File: config.mk
export PLATFORM = sky130hd
export DESIGN_NAME = smsc_meter
export DESIGN_NICKNAME = d
export VERILOG_FILES = /design/src/rtl/smsc_pkg.sv /design/src/rtl/smsc_meter.sv
export SDC_FILE = /design/constraint.sdc
export NUM_CORES = 1
export LEC_CHECK = 0
export BUFFER_PORTS_ARGS = -buffer_cell sky130_fd_sc_hd__buf_4
export CORE_MARGIN = 8
export CORE_UTILIZATION = 58
export CTS_BUF_LIST = sky130_fd_sc_hd__clkbuf_2
export DETAILED_ROUTE_END_ITERATION = 8
export PLACE_DENSITY_LB_ADDON = 0.05
export SYNTH_ARGS = -nofsm -noshare
export SYNTH_HDL_FRONTEND = slang
export SYNTH_SLANG_ARGS = --single-unit
File: constraint.sdc
create_clock -name clk -period 7.3 [get_ports clk]
set_input_delay 1.46 -clock clk [delete_from_list [all_inputs] [get_ports clk]]
set_output_delay 1.46 -clock clk [all_outputs]
set_load 0.05 [all_outputs]
File: src/rtl/smsc_pkg.sv
package smsc_pkg;

  localparam int SAMPLE_W    = 24;
  localparam int THRESH_W    = 23;
  localparam int COEF_W      = 18;
  localparam int WIN_W       = 16;
  localparam int LEVEL_W     = 24;
  localparam int DB_W        = 12;
  localparam int CFG_INDEX_W = 8;
  localparam int CFG_DATA_W  = 24;
  localparam int IN_TDATA_W  = 24;
  localparam int OUT_TDATA_W = 40;
  localparam int OUT_PAD_W   = OUT_TDATA_W - SAMPLE_W - DB_W;

  // log2 datapath
  localparam int LOG_ROUNDS  = 16;
  localparam int MANT_W      = 31;
  localparam int EXP_W       = 5;
  localparam int FRAC_W      = LOG_ROUNDS;

  typedef enum logic [CFG_INDEX_W-1:0] {
    REG_THRESHOLD    = 8'd0,
    REG_SPRING_COS   = 8'd1,
    REG_SPRING_SINC  = 8'd2,
    REG_WINDOW_LIMIT = 8'd3
  } cfg_reg_t;

  localparam logic [THRESH_W-1:0]      THRESHOLD_RST    = 23'h7FFFFF;
  localparam logic signed [COEF_W-1:0] SPRING_COS_RST   = 18'sd65536;
  localparam logic signed [COEF_W-1:0] SPRING_SINC_RST  = 18'sd65536;
  localparam logic [WIN_W-1:0]         WINDOW_LIMIT_RST = 16'd6000;

  localparam logic [LEVEL_W-1:0] METER_FLOOR = 24'd84;
  localparam logic [EXP_W-1:0]   LOG_OFFSET  = 5'd23;
  localparam logic [22:0]        DB_SCALE    = 23'd6313057;
  localparam logic [12:0]        DB_MIN_MAG  = 13'd1600;

  typedef struct packed {
    logic signed [SAMPLE_W-1:0] sample;
    logic                       clipped;
  } clip_word_t;

  typedef struct packed {
    logic signed [SAMPLE_W-1:0] sample;
    logic [LEVEL_W-1:0]         level;
  } meter_word_t;

endpackage

File: src/rtl/smsc_meter.sv
module smsc_meter import smsc_pkg::*; (
  input  logic               clk,
  input  logic               rst_n,
  input  logic [WIN_W-1:0]   window_limit,
  input  logic               in_valid,
  output logic               in_ready,
  input  clip_word_t         in_word,
  output logic               out_valid,
  input  logic               out_ready,
  output meter_word_t        out_word
);

  logic               v_r;
  logic               rdy;
  logic [WIN_W-1:0]   count_r, count_nxt;
  logic [LEVEL_W-1:0] peak_r, peak_nxt;
  meter_word_t        word_r;

  logic [LEVEL_W-1:0] gain, peak_max, level;
  logic [WIN_W:0]     cnt_inc;
  logic               win_end;

  assign rdy      = !v_r || out_ready;
  assign in_ready = rdy;

  always_comb begin
    if (!in_word.clipped) begin
      gain = '0;
    end else if (in_word.sample[SAMPLE_W-1]) begin
      gain = LEVEL_W'(-in_word.sample);
    end else begin
      gain = LEVEL_W'(in_word.sample);
    end
    cnt_inc  = {1'b0, count_r} + (WIN_W+1)'(1);
    win_end  = cnt_inc >= {1'b0, window_limit};
    peak_max = (gain > peak_r) ? gain : peak_r;
    // window end reports this word's gain alone and restarts the peak
    level     = win_end ? gain : peak_max;
    peak_nxt  = win_end ? '0 : peak_max;
    count_nxt = win_end ? '0 : cnt_inc[WIN_W-1:0];
  end

  always_ff @(posedge clk) begin
    if (!rst_n) begin
      v_r     <= 1'b0;
      count_r <= '0;
      peak_r  <= '0;
    end else begin
      if (rdy) v_r <= in_valid;
      if (in_valid && rdy) begin
        count_r <= count_nxt;
        peak_r  <= peak_nxt;
      end
    end
  end

  always_ff @(posedge clk) begin
    if (rdy) begin
      word_r.sample <= in_word.sample;
      word_r.level  <= level;
    end
  end

  assign out_valid = v_r;
  assign out_word  = word_r;

endmodule

* Yosys cells after proc, flatten, opt, wreduce, memory -nomap -nowiden
Cells that the tools add are included.
Storage, ports and cells: register bits after elaboration 89, input bits 45, output and inout bits 50
Operators by class: add/sub/neg operators 2, magnitude comparators 2, muxes and demuxes 6, reduce and logical (&&, ||, !) cells 3
Operators with widths (count):
- 2-to-1 mux 24 bit | 5
- greater-than comparator 24 bit | 1
- negator 24 bit | 1
- adder 16 x 1 -> 17 bit, second input constant | 1
- >= comparator 17 x 16 -> 1 bit | 1
- 2-to-1 mux 16 bit | 1
- logical AND 1 bit | 1
- logical NOT 1 bit | 1
- logical OR 1 bit | 1

* Depth between registers and ports, before layout
word-level depth 6, depth in mapped cells 18

* Worst setup path after synthesis
Ideal clock, no wire load.
path type input to register, from input port in_word[1] (netlist name), to register word_r, in the netlist out_word[17] (data pin), data arrival time 5.817 ns, data required time 7.040 ns, path slack 1.224 ns, cell stages on the path 18, path buffers 2, path through inv_1 -> ha_1 -> or4b_1 -> or4_4 -> or4_4 -> o31ai_4 -> xnor2_1 -> and2_4 -> ha_1 -> nand4_1 -> nor4_1 -> nand4_1 -> o2111ai_1 -> o21ba_2 -> nand2b_1 -> clkbuf_1 -> clkbuf_1 -> mux2_2
On the way: word-level cells in the longest chain between the ends 6
RTL lines:
- start, declared | RTL line smsc_meter.sv:7 | input clip_word_t in_word,
- negator 24 bit | RTL line smsc_meter.sv:30 | gain = LEVEL_W'(-in_word.sample);
- 2-to-1 mux 24 bit * | RTL line smsc_meter.sv:29 | end else if (in_word.sample[SAMPLE_W-1]) begin
- 2-to-1 mux 24 bit * | RTL line smsc_meter.sv:27 | if (!in_word.clipped) begin
- greater-than comparator 24 bit | RTL line smsc_meter.sv:36 | peak_max = (gain > peak_r) ? gain : peak_r;
- 2-to-1 mux 24 bit | RTL line smsc_meter.sv:36
- 2-to-1 mux 24 bit * | RTL line smsc_meter.sv:38 | level = win_end ? gain : peak_max;
- named net level[17] | RTL line smsc_meter.sv:19 | logic [LEVEL_W-1:0] gain, peak_max, level;
- end, declared | RTL line smsc_meter.sv:17 | meter_word_t word_r;
The timed path passes the listed nets; every way through them passes the cells marked *. A chain may end at the register's enable or synchronous reset.

* Worst setup path after layout
from input port in_word[1] (netlist name), to register word_r, in the netlist out_word[6] (data pin)
The elaborated chain is that of the path after synthesis.

==> metrics.txt <==
Net Sw Frac 0.3396; Worst Path Max Fanout 18; largest net degree at the start of global routing 52; Via density 6.033; Most used DFF post-synth edfxtp_1; combinational power share 0.294; hpwl dp 9397 um; Critical Path RT 7580 ps; cell area after synthesis 5099 um2; RSZ-0062 raised after global routing no; number of distinct library cells after synthesis 51; CP endpoint kind flip-flop; I/O pin count 95; Post-Route WL 12720 um; slew margin rel. 0.4503; Syn Nets ~600; Tightest Hold Check Type flip-flop to flip-flop; Pwr Density 213.0 nW/um2; first-pass GRT wire length 20240 um; # rows 34; syn_area_per_cell 10.16 um2; Leak 2.536 nW; clk_skew between 40 and 50 ps; clk_lat worst skew around 530 ps; layout cells sized above 1 0.2344; count leader, synth edfxtp_1; register share of total power 0.459; starting density of the core 0.5904; post-layout instance area 6047 um2; worst slew pin tran 821.5 ps; Arr. time, crit path 6570 ps; Yosys top cell by area edfxtp_1; Port Buffer Count 94; sequential share of the synthesized area 0.4437; post-CTS sizing 0; P_sw about 0.44 mW; Clk pwr share 0.247; Final Critical Period roughly 6300 ps; status complete, no violations; CP Class primary input to flip-flop; Num CTS Buffers 9; clk buf depth 2; Seq. cell area between 2000 and 2500 um2; clock root buffer clkbuf_2; Synth top cells by count edfxtp_1, inv_1, o21ai_0; die width 109.8 um; Clock transition at path regs 240 ps; Die ar. 12050 um2; total grt overflow 0; residual DRC count 0; FFs w/ async S/R, synth 0; fin nets 675; Final Hold Fails 0; H-Tree Depth 3; die height between 100 and 150 um; final setup vio count 0; post-route setup TNS 0 ps; Slew Limit Fails 0; via count 4229; Yosys top cell area share 0.2827; hold_ws between 500 and 600 ps; clock sinks 89; FILL cells 695; Multi-input gate area 2587 um2; Routed wire per std cell around 18 um; Int Pwr around 0.85 mW; max-capacitance violation count 0; Antenna Nets Post-Route 0; Cells after Synth 502; synth top area cells edfxtp_1, dfxtp_1, ha_1; CTS tree yes; crit path launch type primary input; Starting DRT DRC Count 325; postcts setup bufs 0; EDFF count, synth 48; gr usage total 0.2126; initial antenna violation count 0; Yosys Warn Count 0; Seq cells post-synth 89; crit share post-route 0.8617; # hold bufs at CTS 0; core box area 8636 um2; Placement Cell Area just under 6000 um2; Final Wtd Congestion around 0.83; Pre-antenna DRT Iters 5; Fmax 0.1590 GHz; Peak VDD IR between 100 and 150 uV; diodes inserted 0; vias in the first global route 4182; area grow syn2layout 18.60%
-- kinds of logic after synthesis --
kind of cell | Yosys count | synth area share
AO/OA/AOI/OAI | 125 | 0.1730
buffers and inverters | 67 | 0.04932
XOR/XNOR | 35 | 0.06012
adder cells (fa/ha/maj) | 42 | 0.1031
multiplexers | 12 | 0.02675
AND/OR/NAND/NOR | 132 | 0.1441
flip-flops | 89 | 0.4437
-- power by group through the flow --
stage	clock, mW	combinational (mW)	sequential [mW]
after floorplan	0	0.141	0.712
after global placement	0	0.369	0.601
after detailed placement	0	0.378	0.601
after CTS	0.323	0.380	0.591
after global routing	0.341	0.404	0.595
final	0.318	0.379	0.591
-- worst paths after layout --
kind | cells past startpoint | start | endpoint | slack [ps]
worst max register to register | 14 | count_r[2] | out_word[6] | 2570
worst min register to register | 2 | count_r[1] | count_r[1] | 500
worst min-delay path | 2 | count_r[1] | count_r[1] | 500
worst max-delay path | 18 | in_word[1] | out_word[6] | 1010
-- worst max-delay path, cell delays in order --
cell and delay (ps):
buf_4 130, inv_1 50, ha_1 170, or4b_1 480, or4_4 470, or4_4 560
o21ai_1 190, xnor2_1 80, and2_1 180, ha_1 300, nand4_1 190, nor4_1 440
nand4_1 200, o2111ai_1 240, o21ba_2 360, nand2b_1 670, buf_4 300, o21ai_0 100
-- cell usage in the layout (no fill, tap or decap), drive strengths merged, types with 2 or more instances in the layout --
| master | count |
|---|---|
| mux2 | 10 |
| nand2 | 34 |
| mux2i | 2 |
| nor4 | 2 |
| xnor2 | 27 |
| clkbuf | 10 |
| edfxtp | 48 |
| bufinv | 3 |
| a21oi | 15 |
| o21ai | 47 |
| o2111ai | 2 |
| a21boi | 8 |
| o31ai | 8 |
| nand4 | 8 |
| or3 | 2 |
| clkinv | 3 |
| dfxtp | 41 |
| nor2b | 4 |
| and4 | 2 |
| ha | 42 |
| a32o | 23 |
| nand3 | 18 |
| or4 | 5 |
| nor3b | 3 |
| a31o | 6 |
| inv | 43 |
| a211oi | 2 |
| and4b | 5 |
| and2 | 23 |
| o2bb2ai | 2 |
| xor2 | 8 |
| nand2b | 3 |
| and3 | 3 |
| a21o | 4 |
| nor2 | 9 |
| o41ai | 2 |
| nor3 | 9 |
| buf | 99 |
-- sequential cells by signal, indices dropped and copies added (netlist names) --
register   cells
count_r       16
out_valid      1
out_word      48
peak_r        24
-- cell type report --
cell class	count	share of cell area
sequential	89	0.3741
clock buffer	10	0.008276
multi-input combinational	346	0.4279
inverter	43	0.02669
clock inverter	6	0.01779
timing repair buffer	99	0.1229
tap	108	0.02235
-- layer usage --
| metal | wire length (um) | part of all wire | track usage | vias to the layer above |
|---|---|---|---|---|
| met5 | 0 | 0 | 0 | - |
| met2 | 6168 | 0.49 | 0.3587 | 158 |
| met4 | 299 | 0.024 | 0.08390 | 0 |
| li1 | - | - | - | 2023 |
| met1 | 5320 | 0.42 | 0.2627 | 2017 |
| met3 | 927 | 0.073 | 0.03986 | 31 |
-- per-stage QoR --
stage	worst slack [ps]	util	instances	power, mW
after floorplan	1224	-	502	0.8528
after global placement	770.3	0.6820	685	0.9694
after detailed placement	544.6	0.6820	685	0.9791
after CTS	1069	0.7002	701	1.294
after global routing	776.7	0.7002	701	1.341
final	1010	0.7002	701	1.288
Power figures use the tool's default switching activity.
