$ cat config.mk
export PLATFORM = sky130hd
export DESIGN_NAME = smsc_clip
export DESIGN_NICKNAME = d
export VERILOG_FILES = /design/src/rtl/smsc_pkg.sv /design/src/rtl/smsc_clip.sv
export SDC_FILE = /design/constraint.sdc
export NUM_CORES = 2
export LEC_CHECK = 0
export BUFFER_PORTS_ARGS = -buffer_cell sky130_fd_sc_hd__buf_4
export CAP_MARGIN = 30
export CORE_MARGIN = 4
export CORE_UTILIZATION = 25
export CTS_CLUSTER_SIZE = 14
export DETAILED_ROUTE_END_ITERATION = 8
export SYNTH_ARGS = -nofsm -noshare
export SYNTH_HDL_FRONTEND = slang
export SYNTH_SLANG_ARGS = --single-unit
$ cat constraint.sdc
create_clock -name clk -period 34.6 [get_ports clk]
set_clock_uncertainty 0.05 [all_clocks]
set_input_delay 5.19 -clock clk [delete_from_list [all_inputs] [get_ports clk]]
set_output_delay 5.19 -clock clk [all_outputs]
set_load 0.05 [all_outputs]
$ cat src/rtl/smsc_pkg.sv
package smsc_pkg;

  localparam int SAMPLE_W    = 24;
  localparam int THRESH_W    = 23;
  localparam int COEF_W      = 18;
  localparam int WIN_W       = 16;
  localparam int LEVEL_W     = 24;
  localparam int DB_W        = 12;
  localparam int CFG_INDEX_W = 8;
  localparam int CFG_DATA_W  = 24;
  localparam int IN_TDATA_W  = 24;
  localparam int OUT_TDATA_W = 40;
  localparam int OUT_PAD_W   = OUT_TDATA_W - SAMPLE_W - DB_W;

  // log2 datapath
  localparam int LOG_ROUNDS  = 16;
  localparam int MANT_W      = 31;
  localparam int EXP_W       = 5;
  localparam int FRAC_W      = LOG_ROUNDS;

  typedef enum logic [CFG_INDEX_W-1:0] {
    REG_THRESHOLD    = 8'd0,
    REG_SPRING_COS   = 8'd1,
    REG_SPRING_SINC  = 8'd2,
    REG_WINDOW_LIMIT = 8'd3
  } cfg_reg_t;

  localparam logic [THRESH_W-1:0]      THRESHOLD_RST    = 23'h7FFFFF;
  localparam logic signed [COEF_W-1:0] SPRING_COS_RST   = 18'sd65536;
  localparam logic signed [COEF_W-1:0] SPRING_SINC_RST  = 18'sd65536;
  localparam logic [WIN_W-1:0]         WINDOW_LIMIT_RST = 16'd6000;

  localparam logic [LEVEL_W-1:0] METER_FLOOR = 24'd84;
  localparam logic [EXP_W-1:0]   LOG_OFFSET  = 5'd23;
  localparam logic [22:0]        DB_SCALE    = 23'd6313057;
  localparam logic [12:0]        DB_MIN_MAG  = 13'd1600;

  typedef struct packed {
    logic signed [SAMPLE_W-1:0] sample;
    logic                       clipped;
  } clip_word_t;

  typedef struct packed {
    logic signed [SAMPLE_W-1:0] sample;
    logic [LEVEL_W-1:0]         level;
  } meter_word_t;

endpackage

$ cat src/rtl/smsc_clip.sv
module smsc_clip import smsc_pkg::*; (
  input  logic                       clk,
  input  logic                       rst_n,
  input  logic [THRESH_W-1:0]        threshold,
  input  logic signed [COEF_W-1:0]   spring_cos,
  input  logic signed [COEF_W-1:0]   spring_sinc,
  input  logic                       in_valid,
  output logic                       in_ready,
  input  logic signed [SAMPLE_W-1:0] in_sample,
  output logic                       out_valid,
  input  logic                       out_ready,
  output clip_word_t                 out_word
);

  localparam int WIDE_W = SAMPLE_W + 1;
  localparam int PROD_W = COEF_W + WIDE_W;
  localparam int ACC_W  = PROD_W + 1;
  localparam int SHIFT  = 16;
  localparam int SUM_W  = ACC_W - SHIFT + 1;
  localparam logic signed [SUM_W-1:0] SAT_MAX = SUM_W'(8388607);
  localparam logic signed [SUM_W-1:0] SAT_MIN = SUM_W'(-8388608);

  logic v1_r, v2_r, v3_r;
  logic rdy1, rdy2, rdy3;
  logic signed [SAMPLE_W-1:0] prev_r;
  logic signed [SAMPLE_W-1:0] x1_r, p1_r, x2_r;
  logic signed [PROD_W-1:0]   pc2_r, ps2_r;
  logic                       hi2_r, lo2_r;
  clip_word_t                 word3_r;

  logic signed [WIDE_W-1:0] x_w, p_w, t_w, a_w, d_w;
  logic                     hi_nxt, lo_nxt;
  logic signed [PROD_W-1:0] pc_nxt, ps_nxt;
  logic signed [ACC_W-1:0]  acc;
  logic signed [SUM_W-1:0]  quo, t_s, y_sum;
  logic signed [SAMPLE_W-1:0] y_sat;
  clip_word_t               word_nxt;

  assign rdy3     = !v3_r || out_ready;
  assign rdy2     = !v2_r || rdy3;
  assign rdy1     = !v1_r || rdy2;
  assign in_ready = rdy1;

  // stage 1: threshold test and the two spring products
  always_comb begin
    x_w    = WIDE_W'(x1_r);
    p_w    = WIDE_W'(p1_r);
    t_w    = $signed({2'b00, threshold});
    hi_nxt = x_w > t_w;
    lo_nxt = x_w < -t_w;
    a_w    = hi_nxt ? (p_w - t_w) : (p_w + t_w);
    d_w    = x_w - p_w;
    pc_nxt = PROD_W'(spring_cos) * PROD_W'(a_w);
    ps_nxt = PROD_W'(spring_sinc) * PROD_W'(d_w);
  end

  // stage 2: round half up, drop 16 fraction bits, add back the threshold, saturate
  always_comb begin
    acc   = ACC_W'(pc2_r) + ACC_W'(ps2_r) + ACC_W'(32768);
    quo   = SUM_W'(acc >>> SHIFT);
    t_s   = $signed({{(SUM_W-THRESH_W){1'b0}}, threshold});
    y_sum = hi2_r ? (quo + t_s) : (quo - t_s);
    if (y_sum > SAT_MAX) begin
      y_sat = SAMPLE_W'(SAT_MAX);
    end else if (y_sum < SAT_MIN) begin
      y_sat = SAMPLE_W'(SAT_MIN);
    end else begin
      y_sat = y_sum[SAMPLE_W-1:0];
    end
    word_nxt.clipped = hi2_r || lo2_r;
    word_nxt.sample  = word_nxt.clipped ? y_sat : x2_r;
  end

  always_ff @(posedge clk) begin
    if (!rst_n) begin
      v1_r   <= 1'b0;
      v2_r   <= 1'b0;
      v3_r   <= 1'b0;
      prev_r <= '0;
    end else begin
      if (rdy1) v1_r <= in_valid;
      if (rdy2) v2_r <= v1_r;
      if (rdy3) v3_r <= v2_r;
      if (in_valid && rdy1) prev_r <= in_sample;
    end
  end

  always_ff @(posedge clk) begin
    if (rdy1) begin
      x1_r <= in_sample;
      p1_r <= prev_r;
    end
    if (rdy2) begin
      x2_r  <= x1_r;
      pc2_r <= pc_nxt;
      ps2_r <= ps_nxt;
      hi2_r <= hi_nxt;
      lo2_r <= lo_nxt;
    end
    if (rdy3) word3_r <= word_nxt;
  end

  assign out_valid = v3_r;
  assign out_word  = word3_r;

endmodule

Word-level counts from Yosys, hierarchy flattened
Cells that the tools add are included.
{"block": "word_totals", "register_bits": 212, "out_inout_bits": 27, "word_cells": 40}
{"block": "op_classes", "add_sub_neg": 8, "mul": 2, "order_cmp": 4, "mux": 5, "reduce_logical": 8}
{"op": "18-bit by 25-bit multiplier with 43-bit output", "n": 2}
{"op": "24-bit 2-to-1 mux", "n": 3}
{"op": "24-bit by 24-bit subtractor with 25-bit output", "n": 2}
{"op": "43-bit by 43-bit adder with 44-bit output", "n": 1}
{"op": "44-bit by 17-bit adder with 44-bit output, second input constant", "n": 1}
{"op": "28-bit by 24-bit adder with 29-bit output", "n": 1}
{"op": "29-bit by 24-bit greater-than comparator with 1-bit output, second input constant", "n": 1}
{"op": "29-bit by 24-bit less-than comparator with 1-bit output, second input constant", "n": 1}
{"op": "29-bit 2-to-1 mux", "n": 1}
{"op": "28-bit by 24-bit subtractor with 29-bit output", "n": 1}
{"op": "24-bit by 24-bit adder with 25-bit output", "n": 1}
{"op": "24-bit by 25-bit less-than comparator with 1-bit output", "n": 1}
{"op": "25-bit 2-to-1 mux", "n": 1}
{"op": "23-bit negation with 25-bit output", "n": 1}
{"op": "24-bit greater-than comparator", "n": 1}
{"op": "1-bit logical OR", "n": 4}
{"op": "1-bit logical NOT", "n": 3}
{"op": "1-bit logical AND", "n": 1}

Depth between registers and ports, before layout
{"block": "logic_depth", "ltp_word": 8, "depth_mapped": 48, "mapped_depth_nobuf": 48}

Worst setup path before layout
OpenSTA, ideal clock, no wires.
{"block": "synth_timing", "kind": "in2reg", "startpoint": "input threshold[9]", "endpoint": "register pc2_r[42] (data pin)", "setup_ps": 260, "t_arrival_ps": 15679, "required_ps": 34290, "setup_slack_ps": 18611, "stages": 48, "n_path_buf": 2, "cell_sequence": "clkbuf_1 inv_1 ha_1 a21o_1 a21o_1 a21oi_1 o211ai_1 a21o_1 o31ai_2 clkinv_1 nand2_1 o21ai_0 fa_1 a21o_1 a21oi_1 nor2b_1 o21a_1 o31a_1 [12 not listed] fa_1 inv_1 fa_1 inv_1 fa_1 inv_1 ha_1 a21o_1 a21oi_1 o211ai_1 or4_1 a31oi_1 o21ai_1 o2bb2ai_1 or4_1 a31oi_1 o21ai_1 xnor2_1"}
{"block": "synth_via", "elab_chain_cells": 3, "word_cells_on_any_way": 5, "cone_classes": "add/sub (2); mul (1); order compare (1); mux (1)"}
{"element": "from (decl)", "line": "smsc_clip.sv:4", "rtl": "input logic [THRESH_W-1:0] threshold,"}
{"element": "24-bit greater-than comparator", "line": "smsc_clip.sv:49", "rtl": "hi_nxt = x_w > t_w;"}
{"element": "net hi_nxt", "line": "smsc_clip.sv:32", "rtl": "logic hi_nxt, lo_nxt;"}
{"element": "25-bit 2-to-1 mux", "line": "smsc_clip.sv:51", "rtl": "a_w = hi_nxt ? (p_w - t_w) : (p_w + t_w);"}
{"element": "18-bit by 25-bit multiplier with 43-bit output", "line": "smsc_clip.sv:53", "rtl": "pc_nxt = PROD_W'(spring_cos) * PROD_W'(a_w);"}
{"element": "net pc_nxt[42]", "line": "smsc_clip.sv:33", "rtl": "logic signed [PROD_W-1:0] pc_nxt, ps_nxt;"}
{"element": "to (signal assigned)", "line": "smsc_clip.sv:95", "rtl": "pc2_r <= pc_nxt;"}
{"element": "to (decl)", "line": "smsc_clip.sv:27", "rtl": "logic signed [PROD_W-1:0] pc2_r, ps2_r;"}
The timed path passes the listed nets, and every way through them passes these cells.
A chain may end at the register's enable or synchronous reset.

Worst setup path in the final report
{"block": "layout_timing", "startpoint": "input threshold[17]", "endpoint": "register pc2_r[42] (data pin)"}
The elaborated chain is that of the path after synthesis.

==> results_dict.tcl <==
set metrics [dict create \
    cts_hold_buffers 0 \
    antenna_found_initial 6 \
    hpwl_mm 108 \
    clock_latency_ns 0.52 \
    synthToLayoutAreaGrowth_pct 9.63 \
    cts_made_buffers 21 \
    cts_resized 0 \
    postCtsSetupRepairBufs 0 \
    ant_nets 0 \
    slew_headroom 0.353 \
    gr-usage-all-layers 0.138 \
    slew_violations 0 \
    startpoint "threshold[17]" \
    h-tree-depth 1 \
    rows 158 \
    path_max_fanout 18 \
    via_per_inst 4.54 \
    worstReg2RegStart "x1_r[1]" \
    firstDrtPassIters 5 \
    max_freq_mhz 59.3 \
    die_x_um 440 \
    dieArea_um2 194000 \
    critical_path_class "in -> reg" \
    critPathSlowestCell "or4_1" \
    rrSetupSlack_ns 22.25 \
    cp.arrival_ns 17.06 \
    crit_top_cell "fa_1" \
    worst_pin_slew_ns 0.970 \
    required_ns 34.81 \
    vias 34200 \
    final_cell_mix "inv_1 (999), fa_1 (886), nand2_1 (661), ha_1 (420), and2_1 (316)" \
    synth_top_area_share 0.379 \
    cts.sinks 212 \
    nets 6436 \
    hp-class "reg -> reg" \
    cts_root_buf "clkbuf_16" \
    synth_area_leaders "fa_1 (38%), edfxtp_1 (12%), ha_1 (11%)" \
    initial_core_util 0.252 \
    drv_cap 0 \
    synth_top_flop_cell "edfxtp_1" \
    period_minus_slack_ns 16.85 \
    synthCells 5028 \
    status "complete, no violations" \
    avgSynthCellArea_um2 9.30 \
    grt_pass1_wl_mm 210 \
    hold_violations 0 \
    yosysWarnings 0 \
    grt.overflow.total 0 \
    coreArea_um2 186000 \
    pin_count 114 \
    yosysTopAreaCell "fa_1" \
    clk_pin_slew_worst_paths_ns 0.07 \
    cp-end-kind "flip-flop" \
    critPathMaxStageDelay_ns 0.54 \
    ys_ff_latch 212 \
    timing.reg2reg.worst_path_depth 46 \
    chipHeight_um 440 \
    synth_nets 6421 \
    synth_cell_types 81 \
    drc 0 \
    drt_wl_total_mm 133 \
    drive_gt1_frac 0.0469 \
    min_period_over_period 0.487 \
    routedWlPerCell_um 17.6 \
    synth-edff-count 185 \
    r2r_end "pc2_r[42]" \
    synthArstFlopShare 0 \
    setup_viol 0 \
    cts_buffer_depth 3 \
    drtIter0Drc 1969 \
    seq_area_frac_synth 0.130 \
    port_buffers 113 \
    rsz0062_at_grt "no" \
    grt_pass1_vias 37200 \
    crit_path_end "pc2_r[42]" \
    tns_ns 0 \
    final_common_cell "inv_1" \
    synth_area_um2 46800 \
    worst_setup_path_start_kind "input port" \
    gp_congestion 0.881 \
    grt_max_degree 66 \
    cts_tree "done" \
]
-- through the flow --
stage	instances	hold WS (ns)	setup slack, ns	utilization	instance area (µm²)
after floorplan	5028	0.358	18.61	-	46800
after global placement	7493	0.362	17.09	0.272	50400
after detailed placement	7498	0.365	17.31	0.272	50600
after CTS	7534	0.381	17.82	0.276	51200
after global routing	7541	0.387	17.09	0.276	51300
final	7543	0.379	17.75	0.276	51300
-- registers in the layout, summed over array words and instances, names as in the netlist, 24 cells and up --
name / count
out_word: 25
p1_r: 24
pc2_r: 43
prev_r: 24
ps2_r: 43
x1_r: 24
x2_r: 24
-- synth_stat cells, types with 96 or more instances --
cell type and instances:
xnor2_1 199, ha_1 420, inv_1 1000, clkbuf_1 170
edfxtp_1 185, fa_1 886, nor2_1 181, a21o_1 96
a21oi_1 142, nand2_1 662, and2_1 316, o21ai_0 111
-- critical path: cells and delay by family --
| kind | cells | cell delay, ns |
|---|---|---|
| adder cells (fa/ha/maj) | 9 | 3.89 |
| XOR/XNOR | 2 | 0.27 |
| AO/OA/AOI/OAI | 21 | 4.71 |
| AND/OR/NAND/NOR | 7 | 1.55 |
| buffers and inverters | 9 | 1.42 |
-- worst min path at each step --
stage	end	depth (start not counted)	from
floorplan	p1_r[0]	0	prev_r[0]
global placement	p1_r[9]	0	prev_r[9]
detailed placement	p1_r[12]	0	prev_r[12]
CTS	p1_r[12]	0	prev_r[12]
global route	p1_r[23]	0	prev_r[23]
finish	p1_r[12]	0	prev_r[12]
-- cell families after synthesis --
group / Yosys count / synth area share
adder cells (fa/ha/maj): 1306 / 0.492
XOR/XNOR: 241 / 0.0451
AO/OA/AOI/OAI: 596 / 0.0851
flip-flops: 212 / 0.130
AND/OR/NAND/NOR: 1469 / 0.149
buffers and inverters: 1195 / 0.0965
multiplexers: 9 / 0.00195
-- layout make-up --
| cell class | count | area [µm²] |
|---|---|---|
| Timing Repair Buffer | 176 | 1430 |
| Antenna cell | 7 | 17.5 |
| Fill cell | 19600 | 134000 |
| Tap cell | 2480 | 3100 |
| Multi-Input combinational cell | 3621 | 36200 |
| Clock inverter | 5 | 36.3 |
| Clock buffer | 31 | 593 |
| Sequential cell | 212 | 6100 |
| Inverter | 1011 | 3790 |
-- layer usage --
metal	vias up	wire, µm	global-route usage
met1	17500	50800	0.160
li1	15700	-	-
met4	2	9560	0.0822
met2	764	67800	0.250
met5	-	13	0
met3	212	4430	0.0106
Power is left out: the tool's default activity adds up to more than one toggle a clock period on the data nets, which glitch-free logic cannot reach.
